===== src/rtl/bped_pkg.sv =====
package bped_pkg;

    // buttons in the design, and pin bits carried by one scan tick
    localparam int NUM_BUTTONS = 8;
    localparam int PIN_BITS    = 8;

    // buttons that can ever be looked at
    localparam int DEPTH   = (NUM_BUTTONS < PIN_BITS) ? NUM_BUTTONS : PIN_BITS;
    localparam int IDX_W   = (DEPTH > 1) ? $clog2(DEPTH) : 1;
    localparam int COUNT_W = 4;
    localparam int CNT_W   = 17;

    typedef enum logic [1:0] {
        EV_PRESS   = 2'd0,
        EV_LONG    = 2'd1,
        EV_RELEASE = 2'd2
    } ev_kind_t;

    typedef enum logic [3:0] {
        REG_BUTTON_COUNT     = 4'd0,
        REG_ACTIVE_LEVELS    = 4'd1,
        REG_SCAN_INTERVAL    = 4'd2,
        REG_LONG_PRESS_DELAY = 4'd3
    } reg_idx_t;

    typedef enum logic {
        SCAN_IDLE,
        SCAN_RUN
    } scan_state_t;

    // one entry of the state memory
    typedef struct packed {
        logic             pressed;
        logic [CNT_W-1:0] cnt;
    } btn_state_t;

    // one processed button, handed from the scanner to the event stage
    typedef struct packed {
        logic             has_ev;
        logic [IDX_W-1:0] idx;
        ev_kind_t         kind;
        logic             last;
    } bped_step_t;

endpackage


===== src/rtl/bped_state_ram.sv =====
module bped_state_ram
    import bped_pkg::*;
(
    input  logic             clk,
    input  logic             rst_n,
    input  logic             wr_en,
    input  logic [IDX_W-1:0] wr_addr,
    input  btn_state_t       wr_data,
    input  logic             rd_en,
    input  logic [IDX_W-1:0] rd_addr,
    output btn_state_t       rd_data
);

    btn_state_t       mem [DEPTH];
    logic [DEPTH-1:0] written_reg;
    btn_state_t       rd_data_reg;
    logic             rd_written_reg;

    // entry storage, no reset
    always_ff @(posedge clk)
    begin
        if (wr_en)
        begin
            mem[wr_addr] <= wr_data;
        end
        if (rd_en)
        begin
            rd_data_reg <= mem[rd_addr];
        end
    end

    // per-entry written flags, so a fresh entry reads as the reset state
    always_ff @(posedge clk or negedge rst_n)
    begin
        if (!rst_n)
        begin
            written_reg    <= '0;
            rd_written_reg <= 1'b0;
        end
        else
        begin
            if (wr_en)
            begin
                written_reg[wr_addr] <= 1'b1;
            end
            if (rd_en)
            begin
                rd_written_reg <= written_reg[rd_addr];
            end
        end
    end

    assign rd_data = rd_written_reg ? rd_data_reg : '0;

endmodule


===== src/rtl/bped_scan.sv =====
module bped_scan
    import bped_pkg::*;
(
    input  logic               clk,
    input  logic               rst_n,
    input  logic               tick_vld,
    input  logic [DEPTH-1:0]   tick_pins,
    input  logic [COUNT_W-1:0] count_eff,
    input  logic [DEPTH-1:0]   levels,
    input  logic [7:0]         interval,
    input  logic [15:0]        delay,
    output logic               busy,
    output logic               step_vld,
    output bped_step_t         step,
    input  logic               step_rdy,
    output logic               wr_en,
    output logic [IDX_W-1:0]   wr_addr,
    output btn_state_t         wr_data,
    output logic               rd_en,
    output logic [IDX_W-1:0]   rd_addr,
    input  btn_state_t         rd_data
);

    scan_state_t        state_reg;
    scan_state_t        state_next;
    logic [COUNT_W-1:0] nxt_reg;
    logic [COUNT_W-1:0] count_reg;
    logic [DEPTH-1:0]   pins_reg;
    logic               s1_vld_reg;
    logic [IDX_W-1:0]   s1_idx_reg;
    logic               s1_end_reg;
    logic               adv;
    logic               issue_ok;
    logic               active;
    logic [CNT_W-1:0]   sum;

    assign adv      = !s1_vld_reg || step_rdy;
    assign issue_ok = (state_reg == SCAN_RUN) && (nxt_reg < count_reg);

    always_comb
    begin
        state_next = state_reg;
        unique case (state_reg)
            SCAN_IDLE:
            begin
                if (tick_vld)
                begin
                    state_next = SCAN_RUN;
                end
            end
            SCAN_RUN:
            begin
                if (adv && !issue_ok)
                begin
                    state_next = SCAN_IDLE;
                end
            end
            default: state_next = SCAN_IDLE;
        endcase
    end

    always_comb
    begin
        rd_en   = adv && issue_ok;
        rd_addr = nxt_reg[IDX_W-1:0];
        busy    = (state_reg != SCAN_IDLE) || s1_vld_reg;
    end

    always_ff @(posedge clk or negedge rst_n)
    begin
        if (!rst_n)
        begin
            state_reg  <= SCAN_IDLE;
            nxt_reg    <= '0;
            count_reg  <= '0;
            s1_vld_reg <= 1'b0;
        end
        else
        begin
            state_reg <= state_next;
            if (tick_vld)
            begin
                nxt_reg   <= '0;
                count_reg <= count_eff;
            end
            else if (rd_en)
            begin
                nxt_reg <= nxt_reg + COUNT_W'(1);
            end
            if (adv)
            begin
                s1_vld_reg <= rd_en;
            end
        end
    end

    always_ff @(posedge clk)
    begin
        if (tick_vld)
        begin
            pins_reg <= tick_pins;
        end
        if (adv)
        begin
            s1_idx_reg <= rd_addr;
            s1_end_reg <= ((nxt_reg + COUNT_W'(1)) == count_reg);
        end
    end

    // read-modify-write of the button entry that came out of memory
    assign active = (pins_reg[s1_idx_reg] == levels[s1_idx_reg]);
    assign sum    = rd_data.cnt + CNT_W'(interval);

    always_comb
    begin
        wr_data     = rd_data;
        step.has_ev = 1'b0;
        step.kind   = EV_PRESS;
        step.idx    = s1_idx_reg;
        step.last   = s1_end_reg;
        priority if (active && rd_data.pressed)
        begin
            if (sum >= {1'b0, delay})
            begin
                wr_data.cnt = '0;
                step.has_ev = 1'b1;
                step.kind   = EV_LONG;
            end
            else
            begin
                wr_data.cnt = sum;
            end
        end
        else if (active)
        begin
            wr_data.pressed = 1'b1;
            wr_data.cnt     = '0;
            step.has_ev     = 1'b1;
            step.kind       = EV_PRESS;
        end
        else if (rd_data.pressed)
        begin
            wr_data.pressed = 1'b0;
            step.has_ev     = 1'b1;
            step.kind       = EV_RELEASE;
        end
    end

    assign step_vld = s1_vld_reg;
    assign wr_en    = s1_vld_reg && step_rdy;
    assign wr_addr  = s1_idx_reg;

    a_idx_in_range: assert property (@(posedge clk) disable iff (!rst_n)
        s1_vld_reg |-> (COUNT_W'(s1_idx_reg) < count_reg))
        else $error("button processed beyond count");

    a_cnt_bounded: assert property (@(posedge clk) disable iff (!rst_n)
        wr_en |-> !wr_data.cnt[CNT_W-1])
        else $error("stored hold counter reached 65536");

    a_stall_holds: assert property (@(posedge clk) disable iff (!rst_n)
        (s1_vld_reg && !step_rdy) |=> (s1_vld_reg && $stable(s1_idx_reg)))
        else $error("stalled button lost");

endmodule


===== src/rtl/bped_out.sv =====
module bped_out
    import bped_pkg::*;
(
    input  logic       clk,
    input  logic       rst_n,
    input  logic       step_vld,
    input  bped_step_t step,
    output logic       step_rdy,
    output logic       out_valid,
    input  logic       out_stall,
    output logic [2:0] button_index,
    output logic [1:0] event_kind,
    output logic       last
);

    logic             pend_vld_reg;
    logic             pend_last_reg;
    logic [IDX_W-1:0] pend_idx_reg;
    ev_kind_t         pend_kind_reg;
    logic             out_vld_reg;
    logic [2:0]       out_idx_reg;
    ev_kind_t         out_kind_reg;
    logic             out_last_reg;
    logic             out_free;
    logic             new_ev;
    logic             move;

    // one event is held back until the next one (or the tick end) shows its last flag
    assign out_free = !out_vld_reg || !out_stall;
    assign new_ev   = step_vld && step.has_ev;
    assign step_rdy = !step.has_ev || !pend_vld_reg || out_free;
    assign move     = pend_vld_reg && out_free && (pend_last_reg || new_ev);

    always_ff @(posedge clk or negedge rst_n)
    begin
        if (!rst_n)
        begin
            pend_vld_reg  <= 1'b0;
            pend_last_reg <= 1'b0;
            out_vld_reg   <= 1'b0;
        end
        else
        begin
            if (new_ev && step_rdy)
            begin
                pend_vld_reg  <= 1'b1;
                pend_last_reg <= step.last;
            end
            else
            begin
                if (move)
                begin
                    pend_vld_reg <= 1'b0;
                end
                // only an eventless tick end marks the held event as final
                if (step_vld && !step.has_ev && step.last)
                begin
                    pend_last_reg <= 1'b1;
                end
            end
            if (move)
            begin
                out_vld_reg <= 1'b1;
            end
            else if (out_free)
            begin
                out_vld_reg <= 1'b0;
            end
        end
    end

    always_ff @(posedge clk)
    begin
        if (new_ev && step_rdy)
        begin
            pend_idx_reg  <= step.idx;
            pend_kind_reg <= step.kind;
        end
        if (move)
        begin
            out_idx_reg  <= 3'(pend_idx_reg);
            out_kind_reg <= pend_kind_reg;
            out_last_reg <= pend_last_reg;
        end
    end

    assign out_valid    = out_vld_reg;
    assign button_index = out_idx_reg;
    assign event_kind   = out_kind_reg;
    assign last         = out_last_reg;

    a_event_held: assert property (@(posedge clk) disable iff (!rst_n)
        (new_ev && step_rdy) |=> pend_vld_reg)
        else $error("accepted event not held");

endmodule


===== src/rtl/button_press_event_detector_core.sv =====
// button press / long-press / release detector. each transfer on the input
// channel is one scan tick carrying the raw pin levels of up to eight buttons.
// buttons below button_count are walked in index order; per button one event
// at most comes out: press when the pin first matches its active level,
// long press each time the hold counter (grown by scan_interval per held tick)
// reaches long_press_delay, release when a pressed button lets go. the final
// event of a tick carries last; a tick with no events gives no transfer.
// button state (pressed flag and 17-bit hold counter) lives in a small
// single-read-port memory that is read, updated and written back one button
// per cycle while the result side does not stall; input stall stays high for
// the whole walk. output stalls hold the walk in place. state entries clear at
// reset through per-entry written flags, so no clearing pass is needed.
// configuration writes must happen only while the block is idle.
module button_press_event_detector_core
    import bped_pkg::*;
(
    input  logic        clk,
    input  logic        rst_n,
    // configuration write port
    input  logic        cfg_we,
    input  logic [3:0]  cfg_index,
    input  logic [15:0] cfg_data,
    // scan tick input
    input  logic        in_valid,
    output logic        in_stall,
    input  logic [7:0]  pin_levels,
    // event output
    output logic        out_valid,
    input  logic        out_stall,
    output logic [2:0]  button_index,
    output logic [1:0]  event_kind,
    output logic        last
);

    logic [COUNT_W-1:0] button_count_reg;
    logic [7:0]         active_levels_reg;
    logic [7:0]         scan_interval_reg;
    logic [15:0]        long_press_delay_reg;
    logic [COUNT_W-1:0] count_eff;
    logic               in_xfer;
    logic               busy;
    logic               step_vld;
    bped_step_t         step;
    logic               step_rdy;
    logic               wr_en;
    logic [IDX_W-1:0]   wr_addr;
    btn_state_t         wr_data;
    logic               rd_en;
    logic [IDX_W-1:0]   rd_addr;
    btn_state_t         rd_data;

    // configuration registers; unknown indexes are dropped
    always_ff @(posedge clk or negedge rst_n)
    begin
        if (!rst_n)
        begin
            button_count_reg     <= COUNT_W'(8);
            active_levels_reg    <= 8'd0;
            scan_interval_reg    <= 8'd10;
            long_press_delay_reg <= 16'd1000;
        end
        else if (cfg_we)
        begin
            if (cfg_index == REG_BUTTON_COUNT)
            begin
                button_count_reg <= cfg_data[COUNT_W-1:0];
            end
            if (cfg_index == REG_ACTIVE_LEVELS)
            begin
                active_levels_reg <= cfg_data[7:0];
            end
            if (cfg_index == REG_SCAN_INTERVAL)
            begin
                scan_interval_reg <= cfg_data[7:0];
            end
            if (cfg_index == REG_LONG_PRESS_DELAY)
            begin
                long_press_delay_reg <= cfg_data;
            end
        end
    end

    // saturate the count to the buttons that exist
    assign count_eff = (button_count_reg > COUNT_W'(DEPTH)) ? COUNT_W'(DEPTH)
                                                            : button_count_reg;

    // a new tick waits until the previous walk has finished
    assign in_stall = busy;
    assign in_xfer  = in_valid && !in_stall;

    bped_state_ram u_ram (
        .clk     (clk),
        .rst_n   (rst_n),
        .wr_en   (wr_en),
        .wr_addr (wr_addr),
        .wr_data (wr_data),
        .rd_en   (rd_en),
        .rd_addr (rd_addr),
        .rd_data (rd_data)
    );

    bped_scan u_scan (
        .clk       (clk),
        .rst_n     (rst_n),
        .tick_vld  (in_xfer),
        .tick_pins (pin_levels[DEPTH-1:0]),
        .count_eff (count_eff),
        .levels    (active_levels_reg[DEPTH-1:0]),
        .interval  (scan_interval_reg),
        .delay     (long_press_delay_reg),
        .busy      (busy),
        .step_vld  (step_vld),
        .step      (step),
        .step_rdy  (step_rdy),
        .wr_en     (wr_en),
        .wr_addr   (wr_addr),
        .wr_data   (wr_data),
        .rd_en     (rd_en),
        .rd_addr   (rd_addr),
        .rd_data   (rd_data)
    );

    bped_out u_out (
        .clk          (clk),
        .rst_n        (rst_n),
        .step_vld     (step_vld),
        .step         (step),
        .step_rdy     (step_rdy),
        .out_valid    (out_valid),
        .out_stall    (out_stall),
        .button_index (button_index),
        .event_kind   (event_kind),
        .last         (last)
    );

    a_tick_blocks: assert property (@(posedge clk) disable iff (!rst_n)
        in_xfer |=> in_stall)
        else $error("second tick accepted during walk");

endmodule


===== config.mk =====
export PLATFORM = sky130hd
export DESIGN_NAME = button_press_event_detector_core
export DESIGN_NICKNAME = d
export VERILOG_FILES = /design/src/rtl/bped_pkg.sv /design/src/rtl/bped_state_ram.sv /design/src/rtl/bped_scan.sv /design/src/rtl/bped_out.sv /design/src/rtl/button_press_event_detector_core.sv
export SDC_FILE = /design/constraint.sdc
export NUM_CORES = 1
export LEC_CHECK = 0
export BUFFER_PORTS_ARGS = -buffer_cell sky130_fd_sc_hd__buf_2
export CAP_MARGIN = 20
export CORE_AREA = 3 3 142 144
export CTS_CLUSTER_DIAMETER = 60
export DETAILED_ROUTE_END_ITERATION = 12
export DIE_AREA = 0 0 145 147
export HOLD_SLACK_MARGIN = 0.12
export PLACE_DENSITY = 0.83
export SYNTH_ARGS = -nofsm -noshare
export SYNTH_HDL_FRONTEND = slang
export SYNTH_SLANG_ARGS = --single-unit

===== constraint.sdc =====
create_clock -name clk -period 6.2 [get_ports clk]
set_clock_uncertainty 0.05 [all_clocks]
set_input_delay 0.31 -clock clk [delete_from_list [all_inputs] [get_ports clk]]
set_output_delay 0.31 -clock clk [all_outputs]
set_load 0.01 [all_outputs]

==> run_summary.xml, run 1 <==
<?xml version="1.0" encoding="UTF-8"?>
<metrics>
  <group name="status">
    <metric name="outcome" unit="">finished, final reports clean</metric>
  </group>
  <group name="timing">
    <metric name="worst_slack" unit="ns">0.584</metric>
    <metric name="rsz0062_at_grt" unit="">false</metric>
    <metric name="setup_total_negative_slack" unit="ns">0</metric>
    <metric name="tightest_slew" unit="ns">0.942</metric>
    <metric name="clock.fmax" unit="GHz">0.178</metric>
    <metric name="min_period_over_period" unit="%">90.6</metric>
    <metric name="slew_headroom" unit="%">37.2</metric>
    <metric name="finalSetupViolations" unit="">0</metric>
    <metric name="final_period_minus_worst_setup_slack" unit="ns">5.62</metric>
    <metric name="timing.final.hold_violations" unit="">0</metric>
    <metric name="slew_viol_final" unit="">0</metric>
  </group>
  <group name="critical_path">
    <metric name="crit_path_end_kind" unit="">register</metric>
    <metric name="worst_setup_path_endpoint" unit="">u_ram.mem[3][15]$_DFFE_PP_</metric>
    <metric name="crit-reg2reg-capture" unit="">u_ram.mem[3][15]$_DFFE_PP_</metric>
    <metric name="worstSetupStartpoint" unit="">u_ram.rd_written_reg$_DFFE_PN0P_</metric>
    <metric name="worst_ep_required_time" unit="ns">6.35</metric>
    <metric name="setup.worst_path.start_class" unit="">register</metric>
    <metric name="worst_r2r_path_depth" unit="">19</metric>
    <metric name="r2r_setup_slack" unit="ns">0.58</metric>
    <metric name="timing_worst_setup_path_type" unit="">register to register</metric>
    <metric name="cp.arrival" unit="ns">5.77</metric>
    <metric name="path_max_fanout" unit="">12</metric>
    <metric name="regToRegStartpoint" unit="">u_ram.rd_written_reg$_DFFE_PN0P_</metric>
  </group>
  <group name="cells_and_area">
    <metric name="final_nets" unit="">805</metric>
    <metric name="largest_register_ffs" unit="">144</metric>
    <metric name="drive_above_1_share" unit="%">28.4</metric>
    <metric name="syn2layout_area_growth" unit="%">15.1</metric>
    <metric name="nFillCells" unit="">1221</metric>
    <metric name="final_core_utilization" unit="%">65.1</metric>
    <metric name="antenna_cells" unit="">0</metric>
    <metric name="post_route_non_filler_standard_cell_count" unit="">1018</metric>
  </group>
  <group name="synthesis">
    <metric name="synth_top_cells_by_area" unit="">edfxtp_1 (52%), dfrtp_1 (12%), mux4_2 (8.2%), mux2_2 (5.8%), ha_1 (3.4%)</metric>
    <metric name="synth_top_cells_by_count" unit="">edfxtp_1 (185), mux2_2 (55), dfrtp_1 (49), mux4_2 (39), inv_1 (32)</metric>
    <metric name="synth_seq_area_share" unit="%">65.9</metric>
    <metric name="synth-edff-count" unit="">185</metric>
    <metric name="synth_ff_type" unit="">edfxtp_1</metric>
    <metric name="syn-mean-instance-area" unit="µm²">16.2</metric>
    <metric name="netlist.top_cell.by_area" unit="">edfxtp_1</metric>
    <metric name="synth_largest_type_area_fraction" unit="%">52.2</metric>
    <metric name="ff_latch_count_synth" unit="">243</metric>
    <metric name="yosysWarningCount" unit="">0</metric>
    <metric name="asyncSetResetFlopFracSynth" unit="%">23.9</metric>
    <metric name="synth_instances" unit="">656</metric>
    <metric name="syn-cell-area" unit="µm²">10600</metric>
    <metric name="library_cells_used_by_synthesis" unit="">65</metric>
    <metric name="postSynthNetCount" unit="">719</metric>
    <metric name="post-synth-top-count-cell" unit="">edfxtp_1</metric>
  </group>
  <group name="clock_tree">
    <metric name="ctsHtreeMaxLevel" unit="">1</metric>
    <metric name="clkLatencyLatePin" unit="ns">0.53</metric>
    <metric name="cts_made_buffers" unit="">24</metric>
    <metric name="cts_post_setup_buffers_inserted" unit="">0</metric>
    <metric name="clk_pin_slew_worst_paths" unit="ns">0.07</metric>
    <metric name="cts.repair.resized" unit="">0</metric>
    <metric name="clkSinkCount" unit="">243</metric>
    <metric name="clk_root_buffer_cell" unit="">clkbuf_16</metric>
    <metric name="tritoncts" unit="">built</metric>
    <metric name="cts_hold_buffers" unit="">27</metric>
    <metric name="clock_path_buffers" unit="">3</metric>
  </group>
  <group name="power">
    <metric name="power_density" unit="nW/µm²">546</metric>
    <metric name="p_leak" unit="nW">4.50</metric>
    <metric name="finalPower" unit="W">0.00669</metric>
    <metric name="vdd_ir_drop_max" unit="V">0.000268</metric>
  </group>
  <group name="grt">
    <metric name="global_route_wire_length_before_repair" unit="µm">36100</metric>
    <metric name="grt_util_all_layers" unit="%">21.3</metric>
    <metric name="grt_remaining_overflow" unit="">0</metric>
    <metric name="antenna_violations_before_repair" unit="">0</metric>
    <metric name="first_global_vias" unit="">6438</metric>
    <metric name="largest_net_degree_at_the_start_of_global_routing" unit="">59</metric>
  </group>
  <group name="placement">
    <metric name="detailed_placement_hpwl" unit="µm">14200</metric>
    <metric name="preCtsSetupSlack" unit="ns">0.715</metric>
    <metric name="routabilityCongestion" unit="">0.853</metric>
    <metric name="buffer_ports.inserted" unit="">40</metric>
    <metric name="placed_cells_incl_taps" unit="">947</metric>
  </group>
  <group name="floorplan">
    <metric name="placementRows" unit="">50</metric>
    <metric name="die-area" unit="µm²">21300</metric>
    <metric name="die_width" unit="µm">145</metric>
    <metric name="floorplan.initialDensity" unit="%">56.5</metric>
    <metric name="floorplan.core_area" unit="µm²">18800</metric>
    <metric name="die-height" unit="µm">147</metric>
    <metric name="io_pins" unit="">41</metric>
  </group>
  <group name="detailed_routing">
    <metric name="drt-initial-drc-count" unit="">439</metric>
    <metric name="detail_route.drc_violations" unit="">0</metric>
    <metric name="route.vias.total" unit="">6079</metric>
    <metric name="wire_per_inst" unit="µm">21.9</metric>
    <metric name="detail_route.wirelength" unit="µm">22300</metric>
    <metric name="ant_nets" unit="">0</metric>
    <metric name="first_drt_pass_iteration_count" unit="">5</metric>
    <metric name="via_per_inst" unit="">5.97</metric>
  </group>
  <group name="worst_hold_path">
    <metric name="hp-class" unit="">primary input to register</metric>
  </group>
  <group name="job">
    <metric name="maxCapViolCount" unit="">0</metric>
  </group>
</metrics>
layout make-up:
class,count,area (µm²),share of cell area [%]
well taps,260,325,2.65
flip-flops and latches,243,7020,57.3
repair buffers,81,593,4.84
clock buffers,25,626,5.10
clock inverters,17,141,1.15
inverters,33,124,1.01
multi-input cells,359,3430,28.0
cells in the final DEF (no fill, tap or decap), types with 5 or more instances in the layout:
cell,count
dlygate4sd3_1,27
ha_1,29
clkinv_1,6
nor2b_1,6
and2_1,14
clkbuf_16,25
mux2_2,55
buf_4,12
o21bai_1,6
nand3_1,10
a21o_1,5
nand2_1,30
clkinv_2,6
inv_1,32
mux4_2,39
o21ai_0,10
a21oi_1,18
nor2_1,20
buf_2,40
o21a_1,6
o211ai_1,8
and3_1,5
edfxtp_1,185
xnor2_1,15
a22o_1,10
dfrtp_1,48
dfstp_2,9
worst max-delay path, cell delays in order (launching register included):
cell,delay (ns)
dfrtp_1,0.43
and2_1,0.17
ha_1,0.16
inv_1,0.05
fa_1,0.39
nand2b_1,0.19
a21o_1,0.19
a21oi_1,0.37
and3_1,0.30
and3_1,0.18
xor2_1,0.13
and2_1,0.17
ha_1,0.25
nand4_1,0.14
nor2_1,0.08
or4b_2,0.20
o2111ai_1,0.25
nor2_1,0.72
a21oi_1,0.15
o21ai_0,0.71
power breakdown:
group | switching, W | leakage, nW | total [W] | internal (W)
combinational | 0.00152 | 1.73 | 0.00252 | 0.00100
sequential | 0.000236 | 2.39 | 0.00278 | 0.00254
clock | 0.000606 | 0.374 | 0.00139 | 0.000780
total | 0.00236 | 4.50 | 0.00669 | 0.00433
metal layers:
metal,up-vias,track usage [%],wire [µm]
li1,2700,-,-
met1,3094,29.5,9340
met2,240,35.3,10900
met3,45,4.23,1590
met4,0,5.84,488
met5,-,0,0
logic make-up (layout without fill, tap and decap cells):
family                   count (synthesis)  after routing  share of synthesized area (%)
multiplexers                            99             99                           14.7
XOR/XNOR                                20             20                           1.72
AND/OR/NAND/NOR                        124            124                           6.29
flip-flops                             243            243                           65.9
adder cells (fa/ha/maj)                 30             30                           3.60
AO/OA/AOI/OAI                           86             86                           5.73
buffers and inverters                   54            156                           2.06
stage by stage:
stage                     hold slack (ns)  cell area (µm²)
after floorplan                   -0.0356            10600
after global placement              0.355            11200
after detailed placement            0.358            11200
after CTS                           0.211            12200
after global routing                0.232            12300
final                               0.231            12300
worst min-delay path by stage:
stage	to	depth (start not counted)	slack [ns]	from
after floorplan	active_levels_reg[0]$_DFFE_PN0P_	0	-0.04	rst_n
after global placement	u_out.button_index[0]$_DFFE_PP_	0	0.36	u_out.pend_idx_reg[0]$_DFFE_PP_
after detailed placement	u_out.event_kind[1]$_DFFE_PP_	0	0.36	u_out.pend_kind_reg[1]$_SDFFCE_PP0P_
after CTS	button_count_reg[3]$_DFFE_PN1P_	3	0.21	cfg_index[0]
after global routing	button_count_reg[3]$_DFFE_PN1P_	3	0.23	cfg_index[0]
final	button_count_reg[0]$_DFFE_PN0P_	3	0.23	cfg_index[0]
Note: power is estimated with default switching activity, not from simulation.
==> run 2, diff against run 1 <==
--- a/config.mk
+++ b/config.mk
@@ -7,12 +7,12 @@
 export LEC_CHECK = 0
 export BUFFER_PORTS_ARGS = -buffer_cell sky130_fd_sc_hd__buf_2
 export CAP_MARGIN = 20
-export CORE_AREA = 3 3 142 144
+export CORE_AREA = 3 3 164 166
 export CTS_CLUSTER_DIAMETER = 60
 export DETAILED_ROUTE_END_ITERATION = 12
-export DIE_AREA = 0 0 145 147
+export DIE_AREA = 0 0 167 169
 export HOLD_SLACK_MARGIN = 0.12
-export PLACE_DENSITY = 0.83
+export PLACE_DENSITY = 0.66
 export SYNTH_ARGS = -nofsm -noshare
 export SYNTH_HDL_FRONTEND = slang
 export SYNTH_SLANG_ARGS = --single-unit
==> run 2 against run 1 <==
Effect of this change: combinational power barely moved; sequential share of layout area fell by 0.27 points; critical endpoint is now u_ram.mem[2][15]$_DFFE_PP_; first-iteration DRC count rose by 31%; largest cell class unchanged.
==> run_summary.xml, run 2 (synthesized netlist as in run 1, its figures left out) <==
<?xml version="1.0" encoding="UTF-8"?>
<metrics>
  <group name="cells_and_area">
    <metric name="syn2layout_area_growth" unit="%">15.7</metric>
    <metric name="multi_input_comb_area" unit="µm²">3430</metric>
    <metric name="layout_common_cells" unit="">edfxtp_1 (185), mux2_2 (55), dfrtp_1 (48)</metric>
    <metric name="final-seq-area" unit="µm²">7020</metric>
    <metric name="mostFrequentLayoutCell" unit="">edfxtp_1</metric>
    <metric name="largest_register_ffs" unit="">144</metric>
    <metric name="drive_above_1_share" unit="%">27.4</metric>
    <metric name="antenna_cells" unit="">0</metric>
    <metric name="nFillCells" unit="">2160</metric>
    <metric name="final_nets" unit="">805</metric>
  </group>
  <group name="power">
    <metric name="power.clock.fraction" unit="%">20.6</metric>
    <metric name="internal-power" unit="W">0.00434</metric>
    <metric name="combinationalPowerShare" unit="%">37.8</metric>
    <metric name="p_leak" unit="nW">4.48</metric>
    <metric name="vdd_ir_drop_max" unit="V">0.000226</metric>
    <metric name="seq_power_share" unit="%">41.6</metric>
    <metric name="power_density" unit="nW/µm²">541</metric>
    <metric name="switchingPower" unit="W">0.00232</metric>
    <metric name="sw_frac_of_total" unit="%">34.9</metric>
  </group>
  <group name="detailed_routing">
    <metric name="ant_nets" unit="">0</metric>
    <metric name="first_drt_pass_iteration_count" unit="">7</metric>
    <metric name="route.vias.total" unit="">5922</metric>
    <metric name="drt-initial-drc-count" unit="">577</metric>
    <metric name="wire_per_inst" unit="µm">20.2</metric>
    <metric name="via_per_inst" unit="">5.41</metric>
    <metric name="routed-wl-met2" unit="µm">10500</metric>
    <metric name="detail_route.drc_violations" unit="">0</metric>
    <metric name="routed-wl-met3" unit="µm">1090</metric>
    <metric name="routed.top_layer" unit="">met4</metric>
    <metric name="detail_route.wirelength" unit="µm">22100</metric>
    <metric name="wirelength_met1" unit="µm">10100</metric>
  </group>
  <group name="critical_path">
    <metric name="path_max_fanout" unit="">19</metric>
    <metric name="worst_path_dominant_cell_family" unit="">compound AO/OA/AOI/OAI gates</metric>
    <metric name="crit-reg2reg-capture" unit="">u_ram.mem[2][15]$_DFFE_PP_</metric>
    <metric name="timing_worst_setup_path_type" unit="">register to register</metric>
    <metric name="path_common_cell" unit="">a21oi_1</metric>
    <metric name="worst_setup_path_endpoint" unit="">u_ram.mem[2][15]$_DFFE_PP_</metric>
    <metric name="r2r_setup_slack" unit="ns">0.57</metric>
    <metric name="setup.worst_path.start_class" unit="">register</metric>
    <metric name="cp.arrival" unit="ns">5.77</metric>
    <metric name="worst_r2r_path_depth" unit="">18</metric>
    <metric name="worstSetupStartpoint" unit="">u_ram.rd_written_reg$_DFFE_PN0P_</metric>
    <metric name="cp_num_buf_inv" unit="">1</metric>
    <metric name="crit_path_max_incr_delay" unit="ns">0.75</metric>
    <metric name="critical-path-slowest-cell" unit="">nor2_1</metric>
    <metric name="worst_ep_required_time" unit="ns">6.34</metric>
    <metric name="worstSetupPathDepth" unit="">18</metric>
    <metric name="crit_path_end_kind" unit="">register</metric>
    <metric name="worstPathCellList" unit="">buf_4, and2_1, ha_1, a21oi_1, a21oi_1, a31oi_1, nor3b_1, nand3_1, xnor2_1, and2_1, ha_1, a21oi_1, o21ai_0, a21oi_1, o2111ai_1, nor2_1, a21oi_1, o21ai_0</metric>
    <metric name="regToRegStartpoint" unit="">u_ram.rd_written_reg$_DFFE_PN0P_</metric>
  </group>
  <group name="timing">
    <metric name="timing.final.hold_violations" unit="">0</metric>
    <metric name="worst_slack" unit="ns">0.569</metric>
    <metric name="slew_viol_final" unit="">0</metric>
    <metric name="final_period_minus_worst_setup_slack" unit="ns">5.63</metric>
    <metric name="min_period_over_period" unit="%">90.8</metric>
    <metric name="slew_headroom" unit="%">29.7</metric>
    <metric name="rsz0062_at_grt" unit="">false</metric>
    <metric name="finalSetupViolations" unit="">0</metric>
    <metric name="setup_total_negative_slack" unit="ns">0</metric>
    <metric name="clock.fmax" unit="GHz">0.178</metric>
    <metric name="tightest_slew" unit="ns">1.05</metric>
  </group>
  <group name="clock_tree">
    <metric name="cts_made_buffers" unit="">25</metric>
    <metric name="tritoncts" unit="">built</metric>
    <metric name="clkLatencyLatePin" unit="ns">0.52</metric>
    <metric name="clock_path_buffers" unit="">3</metric>
    <metric name="ctsHtreeMaxLevel" unit="">1</metric>
    <metric name="clkSinkCount" unit="">243</metric>
    <metric name="clk_pin_slew_worst_paths" unit="ns">0.06</metric>
    <metric name="cts.repair.resized" unit="">0</metric>
    <metric name="clk_root_buffer_cell" unit="">clkbuf_16</metric>
  </group>
  <group name="grt">
    <metric name="largest_net_degree_at_the_start_of_global_routing" unit="">59</metric>
    <metric name="global_route_wire_length_before_repair" unit="µm">34800</metric>
    <metric name="first_global_vias" unit="">6113</metric>
    <metric name="grt_util_all_layers" unit="%">15.6</metric>
    <metric name="grt_remaining_overflow" unit="">0</metric>
    <metric name="antenna_violations_before_repair" unit="">0</metric>
  </group>
  <group name="placement">
    <metric name="buffer_ports.inserted" unit="">40</metric>
    <metric name="routabilityCongestion" unit="">0.895</metric>
    <metric name="preCtsSetupSlack" unit="ns">0.685</metric>
    <metric name="detailed_placement_hpwl" unit="µm">14700</metric>
  </group>
  <group name="floorplan">
    <metric name="placementRows" unit="">59</metric>
    <metric name="die-area" unit="µm²">28200</metric>
    <metric name="floorplan.core_area" unit="µm²">25800</metric>
    <metric name="die-height" unit="µm">169</metric>
    <metric name="floorplan.initialDensity" unit="%">41.3</metric>
    <metric name="die_width" unit="µm">167</metric>
    <metric name="io_pins" unit="">41</metric>
  </group>
  <group name="job">
    <metric name="maxCapViolCount" unit="">0</metric>
  </group>
  <group name="worst_hold_path">
    <metric name="hp-class" unit="">primary input to register</metric>
  </group>
  <group name="status">
    <metric name="outcome" unit="">finished, final reports clean</metric>
  </group>
</metrics>
run 2: cell types whose count changed in the layout (fill, tap and decap cells not counted), sizes merged:
cell	change
clkbuf	+10
clkinv	-6
clkinvlp	-2
run 2: power groups by stage:
| stage | Clock [W] | Combinational [W] | Sequential, W |
|---|---|---|---|
| finish | 0.00137 | 0.00252 | 0.00277 |
| detailed placement | 0 | 0.00250 | 0.00280 |
| global route | 0.00149 | 0.00278 | 0.00281 |
| floorplan | 0 | 0.00183 | 0.00268 |
| global placement | 0 | 0.00236 | 0.00279 |
| CTS | 0.00142 | 0.00253 | 0.00277 |
run 2: worst min-delay path by stage:
stage | start | to | slack [ns] | cells past startpoint
2_1_floorplan | rst_n | active_levels_reg[0]$_DFFE_PN0P_ | -0.04 | 0
5_1_grt | cfg_index[1] | button_count_reg[2]$_DFFE_PN0P_ | 0.22 | 3
4_1_cts | cfg_index[1] | button_count_reg[2]$_DFFE_PN0P_ | 0.19 | 3
6_report | cfg_index[0] | button_count_reg[2]$_DFFE_PN0P_ | 0.22 | 3
3_5_place_dp | u_out.pend_idx_reg[0]$_DFFE_PP_ | u_out.button_index[0]$_DFFE_PP_ | 0.36 | 0
3_3_place_gp | u_out.pend_idx_reg[0]$_DFFE_PP_ | u_out.button_index[0]$_DFFE_PP_ | 0.35 | 0
run 2: worst register-to-register path, cell delays in order, from the launching register on:
cell	delay [ns]
dfrtp_1	0.41
buf_4	0.20
and2_1	0.18
ha_1	0.35
a21oi_1	0.14
a21oi_1	0.23
a31oi_1	0.22
nor3b_1	0.49
nand3_1	0.22
xnor2_1	0.16
and2_1	0.16
ha_1	0.31
a21oi_1	0.13
o21ai_0	0.10
a21oi_1	0.12
o2111ai_1	0.25
nor2_1	0.75
a21oi_1	0.15
o21ai_0	0.70
run 2: stage by stage:
step | hold WS, ns | util (%) | cell area (µm²) | total power (W) | instances
finish | 0.215 | 47.8 | 12300 | 0.00666 | 1095
global route | 0.224 | 47.8 | 12300 | 0.00707 | 1095
CTS | 0.193 | 47.8 | 12300 | 0.00671 | 1095
detailed placement | 0.356 | 43.9 | 11300 | 0.00530 | 1023
global placement | 0.355 | 43.8 | 11300 | 0.00515 | 1022
floorplan | -0.0356 | - | 10600 | 0.00451 | 656
run 2: final cells by class:
class                      instances  share of cell area [%]
clock buffer                      36                    5.50
clock inverter                     9                   0.589
inverter                          33                    1.01
multi-input combinational        359                    27.9
sequential                       243                    57.0
tap                              335                    3.40
timing repair buffer              80                    4.67
run 2: what timing repair did:
item / CTS / global route
buffers inserted: 0 / 0
hold buffers: 27 / 0
hold endpoints to repair: 95 / 0
run 2: metal layers:
metal | GRT usage [%] | vias to the layer above
met5 | 0 | -
met2 | 26.0 | 179
met4 | 4.20 | 0
met3 | 2.24 | 34
li1 | - | 2710
met1 | 21.7 | 2999
